--- config.mk ---
export PLATFORM = sky130hd
export DESIGN_NAME = pll_divider_search_unit
export DESIGN_NICKNAME = d
export VERILOG_FILES = /design/src/pds_pkg.sv /design/src/pll_divider_search_unit.sv /design/src/pds_mul.sv /design/src/pds_div.sv
export SDC_FILE = /design/constraint.sdc
export NUM_CORES = 1
export LEC_CHECK = 0
export ABC_AREA = 0
export BUFFER_PORTS_ARGS = -buffer_cell sky130_fd_sc_hd__buf_2
export CAP_MARGIN = 0
export CORE_MARGIN = 4
export CORE_UTILIZATION = 45
export CTS_CLUSTER_SIZE = 14
export DETAILED_ROUTE_END_ITERATION = 8
export HOLD_SLACK_MARGIN = 0.02
export PLACE_DENSITY = 0.62
export SLEW_MARGIN = 15
export SYNTH_ARGS = -nofsm -noshare
export SYNTH_HDL_FRONTEND = slang
export SYNTH_SLANG_ARGS = --single-unit
--- constraint.sdc ---
create_clock -name clk -period 8.9 [get_ports clk]
set_input_delay 0.445 -clock clk [delete_from_list [all_inputs] [get_ports clk]]
set_output_delay 0.445 -clock clk [all_outputs]
set_load 0.005 [all_outputs]
--- src/pds_pkg.sv ---
`default_nettype none
// ----------------------------------------------------------------------------
// pds_pkg
// Shared types, constants and result layout of the PLL divider search unit.
// ----------------------------------------------------------------------------
package pds_pkg;

	// Shared multiplier operand and product widths.
	localparam int MUL_W  = 16;
	localparam int PROD_W = 2 * MUL_W;

	// Restoring divider: dividend is a 14-bit value shifted up by 8 (Q8).
	localparam int DIV_W     = 22;
	localparam int DIVISOR_W = 7;

	localparam int FREQ_W = 16;
	localparam int FB_W   = 8;
	localparam int VCO_W  = 13;
	localparam int ACH_W  = 20;
	localparam int ERR_W  = 13;
	localparam int WORD_W = 31;
	localparam int NUM_W  = 14;
	localparam int X_W    = 22;

	// Feedback multiplier limits expressed on a*b*r*f.
	localparam logic [22:0] PROD_MIN = 23'd25;
	localparam logic [22:0] PROD_LIM = 23'd6275;

	// floor(p/25) == (p*5243) >> 17 for every p below PROD_LIM.
	localparam logic [MUL_W-1:0] RECIP_25 = 16'd5243;
	localparam int RECIP_SHIFT = 17;

	// Oscillator limits in half units.
	localparam logic [13:0] VCO_MIN    = 14'd4000;
	localparam logic [13:0] VCO_MAX    = 14'd6400;
	localparam logic [13:0] VCO_MAX_R2 = 14'd6250;
	localparam logic [VCO_W-1:0] VCO_BAND = 13'd4800;

	// Bit positions of the result fields in tdata.
	localparam int OFS_REF  = 0;
	localparam int OFS_FB   = 2;
	localparam int OFS_A    = 10;
	localparam int OFS_B    = 13;
	localparam int OFS_VCO  = 16;
	localparam int OFS_ACH  = 29;
	localparam int OFS_ERR  = 49;
	localparam int OFS_WORD = 62;
	localparam int TDATA_W  = 96;

	typedef enum logic [1:0] {
		STAT_OK       = 2'd0,
		STAT_BAD_FREQ = 2'd1,
		STAT_NO_SOL   = 2'd2
	} status_t;

	typedef enum logic [3:0] {
		S_IDLE,
		S_AB,
		S_PROD,
		S_FB,
		S_VCO,
		S_NUM,
		S_X1,
		S_X2,
		S_X3,
		S_CMP,
		S_FIN,
		S_DIV_ACH,
		S_DIV_ERR,
		S_OUT
	} state_t;

endpackage
`default_nettype wire

--- src/pll_divider_search_unit.sv ---
`default_nettype none
// ----------------------------------------------------------------------------
// pll_divider_search_unit
// Searches reference, feedback and post divider settings for a requested
// clock frequency and returns the best setting with its packed register word.
// ----------------------------------------------------------------------------
// One transaction in gives one transaction out. The unit walks the 56
// candidate settings in order (reference divider 2 then 1, b from 1 to 7,
// a from b to 7) on one shared 16x16 multiplier, then, if a setting was
// kept, forms the achieved frequency and the error in Q8 with a bit-serial
// divider. For any one frequency only a narrow band of a*b products passes
// the oscillator check, at most six per reference divider, and a setting
// within 0.1 of the target stops the search early. A zero frequency goes
// straight to the output without a search, and its result transaction is
// offered once the output register is free. The input is not ready while a
// search runs; a finished result waits in the output register while the
// next transaction is taken.
module pll_divider_search_unit (
	input  logic                            clk,
	input  logic                            arst_n,
	input  logic                            s_tvalid,
	output logic                            s_tready,
	// [15:0] frequency
	input  logic [15:0]                     s_tdata,
	output logic                            m_tvalid,
	input  logic                            m_tready,
	// [1:0] ref_div, [9:2] fb_mult, [12:10] post_div_a, [15:13] post_div_b,
	// [28:16] vco_half_units, [48:29] achieved_q8, [61:49] error_q8,
	// [92:62] pll_word, [95:93] zero
	output logic [pds_pkg::TDATA_W-1:0]     m_tdata,
	// [1:0] status
	output logic [1:0]                      m_tuser
);

	pds_pkg::state_t  state_q, state_nx;
	pds_pkg::status_t stat_q;

	logic [pds_pkg::FREQ_W-1:0]   f_q;
	logic [1:0]                   r_q;
	logic [2:0]                   a_q, b_q;
	logic [6:0]                   den_q;
	logic [pds_pkg::FB_W-1:0]     fb_q;
	logic [pds_pkg::VCO_W-1:0]    vco_q;
	logic [pds_pkg::NUM_W-1:0]    num_q;
	logic [pds_pkg::X_W-1:0]      x1_q, x2_q;
	logic                         have_q;

	logic [1:0]                   k_r_q;
	logic [2:0]                   k_a_q, k_b_q;
	logic [pds_pkg::FB_W-1:0]     k_fb_q;
	logic [pds_pkg::VCO_W-1:0]    k_vco_q;
	logic [pds_pkg::NUM_W-1:0]    k_num_q;
	logic [6:0]                   k_den_q;
	logic [pds_pkg::ACH_W-1:0]    ach_q;
	logic [pds_pkg::ERR_W-1:0]    err_q;

	logic                         m_tvalid_q;
	logic [pds_pkg::TDATA_W-1:0]  m_tdata_q;
	logic [1:0]                   m_tuser_q;

	logic [pds_pkg::MUL_W-1:0]    mul_a, mul_b;
	logic [pds_pkg::PROD_W-1:0]   mul_prod;
	logic                         div_start, div_done;
	logic [pds_pkg::DIV_W-1:0]    div_dividend, div_quo;

	logic [5:0]                   ab;
	logic [6:0]                   abr;
	logic [22:0]                  prod;
	logic                         prod_bad;
	logic [pds_pkg::FB_W-1:0]     fb;
	logic [13:0]                  fb_ext, vco25, vco_c;
	logic                         vco_bad;
	logic [23:0]                  tgt, vco_ext, diff;
	logic [13:0]                  x3;
	logic [25:0]                  x1_ext, x2_ext, lhs, rhs;
	logic [17:0]                  num_ext, num10;
	logic                         keep, close, last_cand, leave, finish, out_free;
	logic [pds_pkg::WORD_W-1:0]   word;
	logic [2:0]                   a_m1, b_m1;

	pds_mul u_mul (
		.clk  (clk),
		.op_a (mul_a),
		.op_b (mul_b),
		.prod (mul_prod)
	);

	pds_div u_div (
		.clk      (clk),
		.arst_n   (arst_n),
		.start    (div_start),
		.dividend (div_dividend),
		.divisor  (k_den_q),
		.done     (div_done),
		.quotient (div_quo)
	);

	// Candidate arithmetic around the shared multiplier.
	assign ab       = mul_prod[5:0];
	assign abr      = (r_q == 2'd2) ? {ab, 1'b0} : {1'b0, ab};
	assign prod     = mul_prod[22:0];
	assign prod_bad = (prod < pds_pkg::PROD_MIN) || (prod >= pds_pkg::PROD_LIM);
	assign fb       = mul_prod[pds_pkg::RECIP_SHIFT +: pds_pkg::FB_W];
	assign fb_ext   = {6'b0, fb};
	assign vco25    = (fb_ext << 4) + (fb_ext << 3) + fb_ext;
	assign vco_c    = (r_q == 2'd2) ? vco25 : {vco25[12:0], 1'b0};
	assign vco_bad  = (vco_c < pds_pkg::VCO_MIN) || (vco_c > pds_pkg::VCO_MAX) ||
		((r_q == 2'd2) && (vco_c > pds_pkg::VCO_MAX_R2));
	assign tgt      = mul_prod[23:0];
	assign vco_ext  = {11'b0, vco_q};
	assign diff     = (tgt >= vco_ext) ? (tgt - vco_ext) : (vco_ext - tgt);
	assign x3       = mul_prod[13:0];

	// New error below kept error plus 1/10, cross-multiplied.
	assign x1_ext = {4'b0, x1_q};
	assign x2_ext = {4'b0, x2_q};
	assign lhs    = (x1_ext << 3) + (x1_ext << 1);
	assign rhs    = (x2_ext << 3) + (x2_ext << 1) + {12'b0, x3};
	assign keep   = !have_q || (lhs < rhs);

	assign num_ext = {4'b0, num_q};
	assign num10   = (num_ext << 3) + (num_ext << 1);
	assign close   = num10 < {11'b0, den_q};

	assign last_cand = (r_q == 2'd1) && (b_q == 3'd7) && (a_q == 3'd7);
	assign leave     = ((state_q == pds_pkg::S_FB) && prod_bad) ||
		((state_q == pds_pkg::S_VCO) && vco_bad) || (state_q == pds_pkg::S_CMP);
	assign finish    = last_cand || ((state_q == pds_pkg::S_CMP) && keep && close);
	assign out_free  = !m_tvalid_q || m_tready;

	always_comb begin
		state_nx = state_q;
		unique case (state_q)
			pds_pkg::S_IDLE: begin
				if (s_tvalid) begin
					state_nx = (s_tdata == '0) ? pds_pkg::S_OUT : pds_pkg::S_AB;
				end
			end
			pds_pkg::S_AB:   state_nx = pds_pkg::S_PROD;
			pds_pkg::S_PROD: state_nx = pds_pkg::S_FB;
			pds_pkg::S_FB: begin
				if (prod_bad) begin
					state_nx = finish ? pds_pkg::S_FIN : pds_pkg::S_AB;
				end else begin
					state_nx = pds_pkg::S_VCO;
				end
			end
			pds_pkg::S_VCO: begin
				if (vco_bad) begin
					state_nx = finish ? pds_pkg::S_FIN : pds_pkg::S_AB;
				end else begin
					state_nx = pds_pkg::S_NUM;
				end
			end
			pds_pkg::S_NUM:  state_nx = have_q ? pds_pkg::S_X1 : pds_pkg::S_CMP;
			pds_pkg::S_X1:   state_nx = pds_pkg::S_X2;
			pds_pkg::S_X2:   state_nx = pds_pkg::S_X3;
			pds_pkg::S_X3:   state_nx = pds_pkg::S_CMP;
			pds_pkg::S_CMP:  state_nx = finish ? pds_pkg::S_FIN : pds_pkg::S_AB;
			pds_pkg::S_FIN:  state_nx = have_q ? pds_pkg::S_DIV_ACH : pds_pkg::S_OUT;
			pds_pkg::S_DIV_ACH: begin
				if (div_done) begin
					state_nx = pds_pkg::S_DIV_ERR;
				end
			end
			pds_pkg::S_DIV_ERR: begin
				if (div_done) begin
					state_nx = pds_pkg::S_OUT;
				end
			end
			pds_pkg::S_OUT: begin
				if (out_free) begin
					state_nx = pds_pkg::S_IDLE;
				end
			end
			default: state_nx = pds_pkg::S_IDLE;
		endcase
	end

	always_comb begin
		s_tready     = (state_q == pds_pkg::S_IDLE);
		mul_a        = '0;
		mul_b        = '0;
		div_start    = ((state_q == pds_pkg::S_FIN) && have_q) ||
			((state_q == pds_pkg::S_DIV_ACH) && div_done);
		div_dividend = (state_q == pds_pkg::S_FIN) ? {1'b0, k_vco_q, 8'b0} : {k_num_q, 8'b0};
		unique case (state_q)
			pds_pkg::S_AB: begin
				mul_a = {13'b0, a_q};
				mul_b = {13'b0, b_q};
			end
			pds_pkg::S_PROD: begin
				mul_a = {9'b0, abr};
				mul_b = f_q;
			end
			pds_pkg::S_FB: begin
				mul_a = {3'b0, prod[12:0]};
				mul_b = pds_pkg::RECIP_25;
			end
			pds_pkg::S_VCO: begin
				mul_a = {9'b0, den_q};
				mul_b = f_q;
			end
			pds_pkg::S_X1: begin
				mul_a = {2'b0, num_q};
				mul_b = {9'b0, k_den_q};
			end
			pds_pkg::S_X2: begin
				mul_a = {2'b0, k_num_q};
				mul_b = {9'b0, den_q};
			end
			pds_pkg::S_X3: begin
				mul_a = {9'b0, den_q};
				mul_b = {9'b0, k_den_q};
			end
			default: begin
				mul_a = '0;
				mul_b = '0;
			end
		endcase
	end

	always_ff @(posedge clk or negedge arst_n) begin
		if (!arst_n) begin
			state_q    <= pds_pkg::S_IDLE;
			have_q     <= 1'b0;
			m_tvalid_q <= 1'b0;
		end else begin
			state_q <= state_nx;
			if ((state_q == pds_pkg::S_IDLE) && s_tvalid) begin
				have_q <= 1'b0;
			end else if ((state_q == pds_pkg::S_CMP) && keep) begin
				have_q <= 1'b1;
			end
			if ((state_q == pds_pkg::S_OUT) && out_free) begin
				m_tvalid_q <= 1'b1;
			end else if (m_tready) begin
				m_tvalid_q <= 1'b0;
			end
		end
	end

	assign a_m1 = k_a_q - 3'd1;
	assign b_m1 = k_b_q - 3'd1;
	assign word = {1'b1, 1'b0, (k_vco_q >= pds_pkg::VCO_BAND), 4'b0, k_fb_q, 6'b0,
		k_r_q, 1'b0, a_m1, 1'b0, b_m1};

	always_ff @(posedge clk) begin
		unique case (state_q)
			pds_pkg::S_IDLE: begin
				if (s_tvalid) begin
					f_q    <= s_tdata;
					r_q    <= 2'd2;
					b_q    <= 3'd1;
					a_q    <= 3'd1;
					stat_q <= (s_tdata == '0) ? pds_pkg::STAT_BAD_FREQ : pds_pkg::STAT_OK;
				end
			end
			pds_pkg::S_PROD: den_q <= {ab, 1'b0};
			pds_pkg::S_VCO: begin
				fb_q  <= fb;
				vco_q <= vco_c[pds_pkg::VCO_W-1:0];
			end
			pds_pkg::S_NUM: num_q <= diff[pds_pkg::NUM_W-1:0];
			pds_pkg::S_X2:  x1_q <= mul_prod[pds_pkg::X_W-1:0];
			pds_pkg::S_X3:  x2_q <= mul_prod[pds_pkg::X_W-1:0];
			pds_pkg::S_CMP: begin
				if (keep) begin
					k_r_q   <= r_q;
					k_a_q   <= a_q;
					k_b_q   <= b_q;
					k_fb_q  <= fb_q;
					k_vco_q <= vco_q;
					k_num_q <= num_q;
					k_den_q <= den_q;
				end
			end
			pds_pkg::S_FIN: begin
				if (!have_q) begin
					stat_q <= pds_pkg::STAT_NO_SOL;
				end
			end
			pds_pkg::S_DIV_ACH: begin
				if (div_done) begin
					ach_q <= div_quo[pds_pkg::ACH_W-1:0];
				end
			end
			pds_pkg::S_DIV_ERR: begin
				if (div_done) begin
					err_q <= div_quo[pds_pkg::ERR_W-1:0];
				end
			end
			pds_pkg::S_OUT: begin
				if (out_free) begin
					m_tuser_q <= stat_q;
					if (stat_q == pds_pkg::STAT_OK) begin
						m_tdata_q <= {3'b0, word, err_q, ach_q, k_vco_q, k_b_q, k_a_q,
							k_fb_q, k_r_q};
					end else begin
						m_tdata_q <= '0;
					end
				end
			end
			default: begin
			end
		endcase

		// Step to the next candidate: a runs from b to 7 inside b, b inside r.
		if (leave && !last_cand) begin
			if (a_q != 3'd7) begin
				a_q <= a_q + 3'd1;
			end else if (b_q != 3'd7) begin
				b_q <= b_q + 3'd1;
				a_q <= b_q + 3'd1;
			end else begin
				r_q <= 2'd1;
				b_q <= 3'd1;
				a_q <= 3'd1;
			end
		end
	end

	assign m_tvalid = m_tvalid_q;
	assign m_tdata  = m_tdata_q;
	assign m_tuser  = m_tuser_q;

endmodule
`default_nettype wire

--- src/pds_mul.sv ---
`default_nettype none
// ----------------------------------------------------------------------------
// pds_mul
// Shared unsigned multiplier with a registered product.
// ----------------------------------------------------------------------------
module pds_mul (
	input  logic                         clk,
	input  logic [pds_pkg::MUL_W-1:0]    op_a,
	input  logic [pds_pkg::MUL_W-1:0]    op_b,
	output logic [pds_pkg::PROD_W-1:0]   prod
);

	logic [pds_pkg::PROD_W-1:0] prod_q;

	always_ff @(posedge clk) begin
		prod_q <= {{pds_pkg::MUL_W{1'b0}}, op_a} * {{pds_pkg::MUL_W{1'b0}}, op_b};
	end

	assign prod = prod_q;

endmodule
`default_nettype wire

--- src/pds_div.sv ---
`default_nettype none
// ----------------------------------------------------------------------------
// pds_div
// Bit-serial restoring divider, one quotient bit per cycle.
// ----------------------------------------------------------------------------
module pds_div (
	input  logic                            clk,
	input  logic                            arst_n,
	input  logic                            start,
	input  logic [pds_pkg::DIV_W-1:0]       dividend,
	input  logic [pds_pkg::DIVISOR_W-1:0]   divisor,
	output logic                            done,
	output logic [pds_pkg::DIV_W-1:0]       quotient
);

	localparam int CNT_W = $clog2(pds_pkg::DIV_W);
	localparam logic [CNT_W-1:0] CNT_LAST = CNT_W'(pds_pkg::DIV_W - 1);

	logic [pds_pkg::DIVISOR_W-1:0] rem_q;
	logic [pds_pkg::DIV_W-1:0]     quo_q;
	logic [CNT_W-1:0]              cnt_q;
	logic                          busy_q;
	logic                          done_q;
	logic [pds_pkg::DIVISOR_W:0]   trial;
	logic [pds_pkg::DIVISOR_W:0]   diff;
	logic                          fits;

	assign trial = {rem_q, quo_q[pds_pkg::DIV_W-1]};
	assign fits  = trial >= {1'b0, divisor};
	assign diff  = trial - {1'b0, divisor};

	always_ff @(posedge clk or negedge arst_n) begin
		if (!arst_n) begin
			busy_q <= 1'b0;
			done_q <= 1'b0;
			cnt_q  <= '0;
		end else begin
			done_q <= 1'b0;
			if (start) begin
				busy_q <= 1'b1;
				cnt_q  <= '0;
			end else if (busy_q) begin
				if (cnt_q == CNT_LAST) begin
					busy_q <= 1'b0;
					done_q <= 1'b1;
				end else begin
					cnt_q <= cnt_q + 1'b1;
				end
			end
		end
	end

	always_ff @(posedge clk) begin
		if (start) begin
			rem_q <= '0;
			quo_q <= dividend;
		end else if (busy_q) begin
			rem_q <= fits ? diff[pds_pkg::DIVISOR_W-1:0] : trial[pds_pkg::DIVISOR_W-1:0];
			quo_q <= {quo_q[pds_pkg::DIV_W-2:0], fits};
		end
	end

	assign done     = done_q;
	assign quotient = quo_q;

endmodule
`default_nettype wire

==> results.cfg <==
[outcome]
status = finished, final reports clean

[sta]
clock_skew_ns = 0.01955
drv_slew = 0
setup_violations = 0
fin_setup_tns_ns = 0
rsz0062_at_grt = false
whs_ns = 0.07756
finalHoldViolations = 0
timing.final.crit_share_pct = 91.73
period_minus_slack_ns = 8.164
worst_pin_slew_ns = 1.195
final.setup.worst_slack_ns = 0.7359
max_freq_mhz = 122.5
maxSlewHeadroom_pct = 20.06

[clock_tree]
cts_tree = built
root_buffer = clkbuf_16
cts_made_buffers = 38
cts.sink_count = 332
cts_resized = 0
htreeDepth = 2
clock_latency_ns = 0.56
cts_buffer_depth = 3
clk_pin_slew_worst_paths_ns = 0.06

[critical_path]
cp.required_ns = 9.34
cp_max_fo = 16
slowest_delay_ns = 0.94
critPathKind = reg2reg
startpoint_type = register
arrival_ns = 8.60
cp_slowest_cell = nor2_1
cp_cell_sequence = inv_1 > nand2_1 > nor2_1 > a222oi_1 > nand2_1 > nand2_1 > fa_1 > fa_1 > inv_1 > ha_1 > fa_1 > fa_1 > inv_1 > fa_1 > inv_1 > ha_1 > or2_2 > a311oi_1 > o21ai_0 > a21o_1 > a211oi_1 > o21bai_1 > xnor2_1
cp-end-kind = register
cpMostUsedCell = fa_1

[route]
vias = 16950
viasPerCell = 5.464
drtPass1Iterations = 7
wl_per_cell_um = 19.60
drc = 0
wl_um = 60800
ant_nets = 0
drt_iter0_drc = 1480

[global_routing]
grt_pass1_vias = 16650
track_usage_pct = 21.25
grt_max_degree = 73
overflow = 0
antenna_found_initial = 0
grt_pass1_wl_um = 94870

[power]
power_frac_seq_pct = 22.9
clkPwrFrac_pct = 13.7
peakVddDrop_v = 0.0003843
p_switching_mw = 5.310
p_per_area_mw_per_mm2 = 420.6
leakage_nw = 11.58
cell_internal_pwr_mw = 5.980
netSwitchingFraction_pct = 47.03
power_frac_comb_pct = 63.4

[layout]
area_growth_pct = 11.06
final_cells = 3102
num_antenna_cells = 0
drive_gt1_share_pct = 9.321
nFillCells = 4767
fin_util_pct = 50.78
nNetsFinal = 2807

[synthesis]
ys_warn_count = 0
synth_cell_type_count = 81
netlist_instances = 2236
synth-edff-count = 282
ys_seq_area_share_pct = 39.44
synthArstFlopShare_pct = 3.916
synth_seq_cells = 332
yosys_most_used_dff = edfxtp_1
syn_avg_cell_area_sq_um = 10.81
syn_area_sq_mm = 0.02417

[placement]
gp_congestion = 0.9079
dpl.hpwl_um = 47960
dp_cells = 3031
dp_slack_ns = 0.9564
portBuffers = 103

[hold_path]
holdCritPathClass = in2reg

[floorplan]
io_pins = 120
core_area_sq_mm = 0.05287
placementRows = 84
fp.dieW_um = 239.8
die-area_sq_mm = 0.05749
initial_core_util_pct = 45.72
fp.dieH_um = 239.8

[job]
maxCapViolCount = 0
## cell type report
cell class / count / area [sq um] / share of cell area, %
multi-input cells: 1599 / 13410 / 49.95
repair buffers: 134 / 750.7 / 2.797
clock inverters: 17 / 195.2 / 0.7271
well taps: 688 / 860.8 / 3.207
inverters: 279 / 1047 / 3.901
clock buffers: 53 / 1047 / 3.901
flip-flops and latches: 332 / 9534 / 35.52
## layer usage
layer	vias to the layer above	share of wire (%)	routed length, um	GRT usage, %
met3	83	6.3	3808	3.258
li1	7991	-	-	-
met4	0	2.6	1577	5.717
met1	8397	45	27330	30.47
met2	479	46	28080	33.95
met5	-	0	0	0
## per-stage QoR
stage,total power [mW],cell area (sq um)
after CTS,11.38,26840
after floorplan,7.769,24370
after global routing,12.40,26840
after global placement,9.639,25590
after detailed placement,9.762,25590
final,11.29,26840
## layout by cell type, fill, tap and decap left out, types with 37 or more instances in the layout
cell and n:
a21oi_1 115, and2_1 72, buf_2 103, clkbuf_16 38, conb_1 54, dfxtp_1 37, edfxtp_1 282, fa_1 179
ha_1 224, inv_1 278, nand2_1 146, nand3_1 44, nor2_1 185, o21ai_0 72, xnor2_1 57
## cells in the mapped netlist (5+ instances only)
cell,number,share of area [%]
xnor2_1,57,2.1
a221oi_1,12,0.43
nand3_1,44,0.91
ha_1,224,12
and2_1,72,1.9
fa_1,179,15
edfxtp_1,282,35
nand2b_1,30,0.78
xor2_1,34,1.2
o211ai_1,12,0.37
nand4_1,16,0.41
clkbuf_1,46,0.71
o21ai_0,72,1.5
nor2_1,187,2.9
a221o_1,9,0.37
a22oi_1,10,0.31
nor3_1,23,0.48
nor2b_1,18,0.47
o21ai_1,6,0.12
o31ai_1,11,0.34
or3_1,9,0.23
inv_1,278,4.3
nand2_1,146,2.3
mux2i_1,29,1.2
a31oi_1,14,0.36
nor4_1,15,0.39
a211oi_1,21,0.65
o21bai_1,15,0.47
a211o_1,5,0.18
a21o_1,36,1.1
buf_4,26,0.81
o22ai_1,5,0.13
or2_2,17,0.44
dfxtp_1,37,3.1
o21a_1,21,0.65
a21oi_1,115,2.4
dfrtp_1,13,1.3
o211a_1,5,0.21
## power by group through the flow
stage          Sequential (mW)  Clock, mW  Combinational, mW
4_1_cts                   2.58       1.58               7.22
3_5_place_dp              2.61          0               7.15
2_1_floorplan             2.40          0               5.37
5_1_grt                   2.62       1.65               8.13
6_report                  2.59       1.54               7.16
3_3_place_gp              2.61          0               7.03
## flip-flops by register name, summed over array words and instances, names as in the netlist, 7 cells and up
signal,flops
u_mul.prod,25
k_vco_q,13
m_tdata,70
x1_q,22
err_q,13
f_q,16
u_div.quotient,22
num_q,14
x2_q,22
ach_q,20
k_num_q,14
vco_q,13
fb_q,8
u_div.rem_q,7
k_fb_q,8
## critical path: cells and delay by family (launching register included)
kind / cells / cell delay [ns]
flops: 1 / 0.58
fa+ha+maj: 7 / 3.14
compound gates: 6 / 1.69
simple gates: 5 / 2.11
xor+xnor: 1 / 0.13
buf+inv: 4 / 0.40
## path summary, 6_finish.rpt
check                           startpoint             end  slack [ns]  cells past startpoint
worst min register to register     fb_q[5]       k_fb_q[5]        0.42                      0
worst max-delay path            state_q[3]  u_mul.prod[24]        0.74                     23
worst min-delay path            s_tdata[8]          f_q[8]        0.08                      1
max in group asynchronous           arst_n          have_q        8.28                      2
worst max register to register  state_q[3]  u_mul.prod[24]        0.74                     23
min in group asynchronous           arst_n      state_q[3]        0.34                      2
## cells by family (layout without fill, tap and decap cells)
family / after synthesis / in the layout / share of synthesized area (%)
compound gates: 419 / 419 / 11.56
xor+xnor: 92 / 92 / 3.365
fa+ha+maj: 403 / 403 / 26.42
buf+inv: 357 / 483 / 5.958
flops: 332 / 332 / 39.44
mux: 30 / 30 / 1.247
other cells: 2 / 54 / 0.03107
simple gates: 601 / 601 / 11.98
## timing repair
| action | 4_1_cts | 5_1_grt |
|---|---|---|
| hold endpoints to repair | 13 | 0 |
| hold buffers | 1 | 0 |
| setup buffers | 0 | 0 |
No activity file was read; power rests on OpenSTA's default activity.
